$ cat config.mk
export PLATFORM = sky130hd
export DESIGN_NAME = euler_totient_trial_division
export DESIGN_NICKNAME = d
export VERILOG_FILES = /design/src/rtl/etd_pkg.sv /design/src/rtl/euler_totient_trial_division.sv
export SDC_FILE = /design/constraint.sdc
export NUM_CORES = 1
export LEC_CHECK = 0
export BUFFER_PORTS_ARGS = -buffer_cell sky130_fd_sc_hd__buf_2
export CAP_MARGIN = 20
export CORE_MARGIN = 1.5
export CORE_UTILIZATION = 40
export CTS_CLUSTER_DIAMETER = 60
export DETAILED_ROUTE_END_ITERATION = 12
export SLEW_MARGIN = 10
export SYNTH_ARGS = -nofsm -noshare
export SYNTH_HDL_FRONTEND = slang
export SYNTH_SLANG_ARGS = --single-unit
$ cat constraint.sdc
create_clock -name clk_i -period 5.75 [get_ports clk_i]
set_clock_uncertainty 0.15 [all_clocks]
set_input_delay 0.575 -clock clk_i [delete_from_list [all_inputs] [get_ports clk_i]]
set_output_delay 0.575 -clock clk_i [all_outputs]
set_load 0.005 [all_outputs]
$ cat src/rtl/etd_pkg.sv
// Shared constants for the Euler totient trial-division block.
// Used by the top level and by its port checker; depends on nothing.
`default_nettype none

package etd_pkg;

  // Width of the number and of its totient.
  localparam int unsigned NUMBER_BITS = 31;
  // Width of the bit counter of the shift-subtract divider.
  localparam int unsigned CNT_BITS    = $clog2(NUMBER_BITS);

  typedef logic [NUMBER_BITS-1:0] num_t;

endpackage

`default_nettype wire

$ cat src/rtl/euler_totient_trial_division.sv
// Euler totient by trial division, sequenced around one shift-subtract divider.
// Depends on etd_pkg for the operand width.
//
// Usage: a request on the input channel (in_valid_i, in_stall_o, number_i)
// carries one number; one result (out_valid_o, out_stall_i, totient_o) follows.
// The block works on one request at a time and raises in_stall_o from the
// cycle after acceptance until the result has been written to the output
// register. The result may still be waiting there while the next request is
// taken.
// Sequence: factors of two are shifted out at one bit a cycle. Every trial
// divisor then costs one division in the shared divider, and each prime found
// costs one further division of the running result, one per extra power and
// one more to see that no power is left. About 23 000 odd trial divisors lie
// below the square root of 2^31, so a large prime takes longest; small or
// smooth numbers finish far sooner.
// A number of zero returns zero, going straight from idle to the done state.
// Reset (rst_ni low, asynchronous) returns the sequencer to idle and empties
// the output register. While the receiver stalls, the result stays put and a
// finished computation waits for the output register to free.
`default_nettype none

module euler_totient_trial_division (
  input  logic                           clk_i,
  input  logic                           rst_ni,
  input  logic                           in_valid_i,
  output logic                           in_stall_o,
  input  logic [etd_pkg::NUMBER_BITS-1:0] number_i,
  output logic                           out_valid_o,
  input  logic                           out_stall_i,
  output logic [etd_pkg::NUMBER_BITS-1:0] totient_o
);

  localparam int unsigned W = etd_pkg::NUMBER_BITS;
  localparam etd_pkg::num_t FirstOdd = etd_pkg::num_t'(3);
  localparam etd_pkg::num_t OddStep  = etd_pkg::num_t'(2);
  localparam etd_pkg::num_t TwoVal   = etd_pkg::num_t'(2);
  localparam logic [etd_pkg::CNT_BITS-1:0] LastBit = etd_pkg::CNT_BITS'(W - 1);

  typedef enum logic [2:0] {
    ST_IDLE,
    ST_STRIP,
    ST_DIV,
    ST_EVAL,
    ST_FINAL,
    ST_DONE
  } state_e;

  // What the current division is for.
  typedef enum logic [1:0] {
    MD_TEST,
    MD_APPLY,
    MD_REDUCE,
    MD_LAST
  } mode_e;

  state_e                      state_q;
  mode_e                       mode_q;
  etd_pkg::num_t               acc_q;
  etd_pkg::num_t               rem_q;
  etd_pkg::num_t               dvs_q;
  etd_pkg::num_t               div_rem_q;
  etd_pkg::num_t               div_quo_q;
  etd_pkg::num_t               div_dvs_q;
  logic [etd_pkg::CNT_BITS-1:0] cnt_q;
  logic                        out_valid_q;
  etd_pkg::num_t               totient_q;

  logic [W:0]    trial;
  logic [W:0]    diff;
  logic          sub_ok;
  etd_pkg::num_t dvs_next;

  // One restoring step: shift in the next dividend bit and try the subtract.
  always_comb begin
    trial    = {div_rem_q, div_quo_q[W-1]};
    diff     = trial - {1'b0, div_dvs_q};
    sub_ok   = ~diff[W];
    dvs_next = dvs_q + OddStep;
  end

  always_ff @(posedge clk_i or negedge rst_ni) begin
    if (!rst_ni) begin
      state_q     <= ST_IDLE;
      mode_q      <= MD_TEST;
      out_valid_q <= 1'b0;
      cnt_q       <= '0;
    end else begin
      // In the done state the output register is handled by that state alone.
      if (out_valid_q && !out_stall_i && (state_q != ST_DONE)) begin
        out_valid_q <= 1'b0;
      end
      unique case (state_q)
        ST_IDLE: begin
          if (in_valid_i) begin
            rem_q <= number_i;
            if (number_i == '0) begin
              acc_q   <= '0;
              state_q <= ST_DONE;
            end else begin
              // An even number has the prime two: halve the result once.
              acc_q   <= number_i[0] ? number_i : number_i - (number_i >> 1);
              state_q <= ST_STRIP;
            end
          end
        end
        ST_STRIP: begin
          if (rem_q[0]) begin
            dvs_q     <= FirstOdd;
            div_rem_q <= '0;
            div_quo_q <= rem_q;
            div_dvs_q <= FirstOdd;
            cnt_q     <= '0;
            mode_q    <= MD_TEST;
            state_q   <= ST_DIV;
          end else begin
            rem_q <= rem_q >> 1;
          end
        end
        ST_DIV: begin
          div_rem_q <= sub_ok ? diff[W-1:0] : trial[W-1:0];
          div_quo_q <= {div_quo_q[W-2:0], sub_ok};
          cnt_q     <= cnt_q + 1'b1;
          if (cnt_q == LastBit) begin
            state_q <= ST_EVAL;
          end
        end
        ST_EVAL: begin
          // Each arm either finishes the loop or launches the next division.
          div_rem_q <= '0;
          cnt_q     <= '0;
          state_q   <= ST_DIV;
          unique case (mode_q)
            MD_TEST: begin
              if (dvs_q > div_quo_q) begin
                state_q <= ST_FINAL;
              end else if (div_rem_q == '0) begin
                rem_q     <= div_quo_q;
                div_quo_q <= acc_q;
                div_dvs_q <= dvs_q;
                mode_q    <= MD_APPLY;
              end else begin
                dvs_q     <= dvs_next;
                div_quo_q <= rem_q;
                div_dvs_q <= dvs_next;
              end
            end
            MD_APPLY: begin
              // The division is exact, so acc/p*(p-1) equals acc - acc/p.
              acc_q     <= acc_q - div_quo_q;
              div_quo_q <= rem_q;
              div_dvs_q <= dvs_q;
              mode_q    <= MD_REDUCE;
            end
            MD_REDUCE: begin
              if (div_rem_q == '0) begin
                rem_q     <= div_quo_q;
                div_quo_q <= div_quo_q;
                div_dvs_q <= dvs_q;
              end else begin
                dvs_q     <= dvs_next;
                div_quo_q <= rem_q;
                div_dvs_q <= dvs_next;
                mode_q    <= MD_TEST;
              end
            end
            MD_LAST: begin
              acc_q   <= acc_q - div_quo_q;
              state_q <= ST_DONE;
            end
            default: begin
              state_q <= ST_IDLE;
            end
          endcase
        end
        ST_FINAL: begin
          // A remainder above two is one last prime factor.
          if (rem_q > TwoVal) begin
            div_rem_q <= '0;
            div_quo_q <= acc_q;
            div_dvs_q <= rem_q;
            cnt_q     <= '0;
            mode_q    <= MD_LAST;
            state_q   <= ST_DIV;
          end else begin
            state_q <= ST_DONE;
          end
        end
        ST_DONE: begin
          if (!out_valid_q || !out_stall_i) begin
            out_valid_q <= 1'b1;
            totient_q   <= acc_q;
            state_q     <= ST_IDLE;
          end
        end
        default: begin
          state_q <= ST_IDLE;
        end
      endcase
    end
  end

  assign in_stall_o  = (state_q != ST_IDLE);
  assign out_valid_o = out_valid_q;
  assign totient_o   = totient_q;

endmodule

`default_nettype wire

==> metrics.txt <==
die extent in x=approximately 220 um; net count of the mapped netlist=2233; critical path startpoint category=register; highest-count cells in the layout ignoring fill and taps=216 x sky130_fd_sc_hd__edfxtp_1, 211 x sky130_fd_sc_hd__a21oi_1, 207 x sky130_fd_sc_hd__nand2_1, 168 x sky130_fd_sc_hd__o21ai_0, 141 x sky130_fd_sc_hd__ha_1; Resize count post-CTS=0; origin of the worst setup path=state_q[2]; Cell Chain, Critical Path=nor2b_1, nor2b_2, buf_4, nand2_1, o21ai_0, nand2b_1, nor2_2, and2_1, buf_4; Starting Density=approximately 40%; placed cell count=2631; maximum number of pins on one net before global-route repair=91; vertical extent of the die=215 um; unrepaired setup endpoints after global routing=no; Peak Freq=0.245 GHz; required time of the critical path=5.81 ns; wire length of the first global-routing pass=89600 um; overall power=5.79 mW; number of I/O port buffers=67; FF+latch area=~0.0068 mm^2; total power divided by cell area=289 mW/mm^2; buffer type at the clock tree root=sky130_fd_sc_hd__clkbuf_16; final wirelength=57400 um; Multi-input gate area=about 0.010 mm^2; TNS Setup=0 ns; total number of vias=16200; outcome=finished clean; R2R Path End=div_quo_q[28]; capturing element of the worst setup path=div_quo_q[28]; Reg2Reg Depth=9; final period utilization=71.0%; sequential area share after synthesis=37.4%; mean routed wirelength per cell=21.4 um; start of the worst register-to-register path=state_q[2]; Area growth syn-to-layout=10.8%; slowest library cell on the worst path=sky130_fd_sc_hd__nor2b_1; top layer reached by signal wires=met4; sum of overflow across all layers after global routing=0; DR WL met3=about 4400 um; leading cell type in the layout, fill and taps excluded=sky130_fd_sc_hd__edfxtp_1; number of maximum-capacitance constraint violations=0; share of the synthesized area in the top cell type=35.9%; leading post-synthesis cells by cell area=sky130_fd_sc_hd__edfxtp_1 36%, sky130_fd_sc_hd__ha_1 9.8%, sky130_fd_sc_hd__a21oi_1 5.9%; setup violation total in the final timing report=0; post-route insts no fill=~2700; Residual DRC=0; Worst path depth=9; cell type with the highest occurrence count on the critical path=sky130_fd_sc_hd__buf_4; CTS clk-pin slew, worst paths=about 0.06 ns; Antenna Violating Nets Remaining=0; largest voltage drop on the vdd net=0.197 mV; core outline area=0.0444 mm^2; initial detailed-routing violation count=1528; post-synthesis cell count=2054; average vias per placed instance=6.02; IO Pins=slightly below 70; ratio of cells with drive above 1 in the final layout=8.89%; final critical path time including I/O delays and setup=4.08 ns; antenna cell count=0; biggest area consumer among synthesized cells=sky130_fd_sc_hd__edfxtp_1; measured slew at the worst slew-check pin=1.10 ns; Critical path buffers and inverters=2; final hold vios=0; total routing resource utilization after global routing=24.4%; depth of the CTS H-tree=1; share of flip-flops with an asynchronous set or reset after synthesis=4.85%; TritonCTS clock tree=done; Yosys warning total=0; family of cells with the greatest summed delay on the critical path=simple AND/OR/NAND/NOR gates; Final GP Congestion=0.907; count of distinct cell types in the synthesized netlist=just under 80; Post-synth top flop=sky130_fd_sc_hd__edfxtp_1; number of global-route vias before repair=15600; number of buffers added by the clock tree synthesis step=28; critical path data arrival time=4.14 ns; row count=77; classification of the worst-slack hold path=in -> reg; met1 layer wirelength in the final routing=between 20000 and 30000 um; drt first pass iters=6; per-instance average area after synthesis=8.79 um^2; setup slack, reg-to-reg=roughly 1.7 ns; Crit. End Element=register; critical path type=reg -> reg; Layout fillers=4270; Sink Count=227; number of synthesized flops with an enable pin=216; CTS Buffer Depth=3; Final Slew Violations=0; largest stage delay on the critical path=slightly below 0.9 ns; flip-flop and latch count after synthesis=227; Skew-Pair Late Insertion Delay=~0.58 ns; post-detail-place hpwl=41600 um; area enclosed by the die boundary=approximately 0.046 mm^2; number of antenna violations at the first check in global routing=0; top fanout value on the critical path=35; final net count=roughly 2300; post-synth design cell area=0.0181 mm^2; LEAKAGE=7.65 nW; worst max-slew margin expressed relative to the limit=26.4%; detailed route wirelength on metal2=26300 um
-- through the flow --
stage               hold WS [ns]  setup WS (ns)  utilization, %  instance area, um^2
floorplan                  0.129          0.922               -                18100
global placement           0.349           1.78            42.7                18900
detailed placement         0.351           1.69            42.7                19000
CTS                        0.213           1.67            44.9                20000
global route               0.246           1.51            45.0                20000
finish                     0.231           1.67            45.0                20000
-- registers in the layout (all words and copies together) (netlist names) --
signal	cells
out_valid_o	1
div_rem_q	31
dvs_q	30
div_dvs_q	31
state_q	3
acc_q	31
rem_q	31
cnt_q	5
div_quo_q	31
mode_q	2
totient_o	31
-- layout make-up --
| class | instances | share of cell area (%) |
|---|---|---|
| multi-input cells | 1595 | 52.3 |
| clock inverters | 20 | 1.22 |
| well taps | 592 | 3.70 |
| flip-flops and latches | 227 | 33.8 |
| clock buffers | 31 | 3.67 |
| inverters | 122 | 2.29 |
| repair buffers | 98 | 3.05 |
-- worst reg2reg max path, cell delays in order (launching register included) --
cell,delay [ns]
sky130_fd_sc_hd__dfrtp_1,0.81
sky130_fd_sc_hd__nor2b_1,0.87
sky130_fd_sc_hd__nor2b_2,0.28
sky130_fd_sc_hd__buf_4,0.37
sky130_fd_sc_hd__nand2_1,0.09
sky130_fd_sc_hd__o21ai_0,0.09
sky130_fd_sc_hd__nand2b_1,0.22
sky130_fd_sc_hd__nor2_2,0.19
sky130_fd_sc_hd__and2_1,0.14
sky130_fd_sc_hd__buf_4,0.47
-- worst min path at each step --
stage,from,endpoint,slack (ns),cells after the start
after floorplan,rst_ni,cnt_q[0],0.13,0
after global placement,rst_ni,cnt_q[0],0.35,1
after detailed placement,rst_ni,cnt_q[0],0.35,1
after CTS,number_i[15],rem_q[15],0.21,3
after global routing,number_i[6],rem_q[6],0.25,2
final,number_i[14],rem_q[14],0.23,2
-- Yosys cell counts, types with 9 or more instances --
cell                         n
sky130_fd_sc_hd__dfrtp_1    11
sky130_fd_sc_hd__nand2b_1   26
sky130_fd_sc_hd__ha_1      142
sky130_fd_sc_hd__o21ai_0   168
sky130_fd_sc_hd__o21a_1     15
sky130_fd_sc_hd__a21oi_1   212
sky130_fd_sc_hd__a211o_1    18
sky130_fd_sc_hd__xor2_1     59
sky130_fd_sc_hd__nand4_1    27
sky130_fd_sc_hd__inv_1     122
sky130_fd_sc_hd__edfxtp_1  216
sky130_fd_sc_hd__a211oi_1   23
sky130_fd_sc_hd__nand3_1    88
sky130_fd_sc_hd__mux2i_1    15
sky130_fd_sc_hd__o22ai_1    18
sky130_fd_sc_hd__and2_1     16
sky130_fd_sc_hd__o21ai_1    14
sky130_fd_sc_hd__nor2_1    142
sky130_fd_sc_hd__o21bai_1    9
sky130_fd_sc_hd__nor4_1     22
sky130_fd_sc_hd__nand2_1   208
sky130_fd_sc_hd__xnor2_1    65
sky130_fd_sc_hd__o31ai_1    29
sky130_fd_sc_hd__a311o_1    10
sky130_fd_sc_hd__nor3_1     37
sky130_fd_sc_hd__clkbuf_1   83
sky130_fd_sc_hd__buf_2      13
sky130_fd_sc_hd__a221o_1    26
sky130_fd_sc_hd__a22oi_1    14
sky130_fd_sc_hd__a31oi_1    10
sky130_fd_sc_hd__a21o_1     41
sky130_fd_sc_hd__nor2b_1    24
sky130_fd_sc_hd__or3_1      14
sky130_fd_sc_hd__and3_1     17
-- metal layers --
metal | global-route usage [%] | vias up
met1 | 33.9 | 7740
met5 | 0 | -
met3 | 3.59 | 107
met2 | 39.2 | 717
li1 | - | 7612
met4 | 7.62 | 0
-- power by group --
| part | internal [mW] | total (mW) | switching (mW) |
|---|---|---|---|
| registers | 2.04 | 2.17 | 0.137 |
| logic | 0.716 | 1.70 | 0.988 |
| clock network | 1.15 | 1.91 | 0.764 |
-- cells by family (layout without fill, tap and decap cells) --
group / Yosys count / in the layout / share of synthesized area, %
AOI/OAI and AO/OA: 665 / 665 / 23.4
xor gates and xnor gates: 125 / 125 / 6.17
adders and majority gates: 144 / 144 / 10.1
buffers and inverters: 232 / 271 / 5.12
DFF: 227 / 227 / 37.4
muxes: 19 / 19 / 1.08
and+or+nand+nor: 642 / 642 / 16.7
-- what timing repair did --
action / in CTS / in global routing
hold buffers: 1 / 0
endpoints found under the hold margin: 11 / 0
buffers inserted: 0 / 0
No activity file was read; power rests on OpenSTA's default activity.
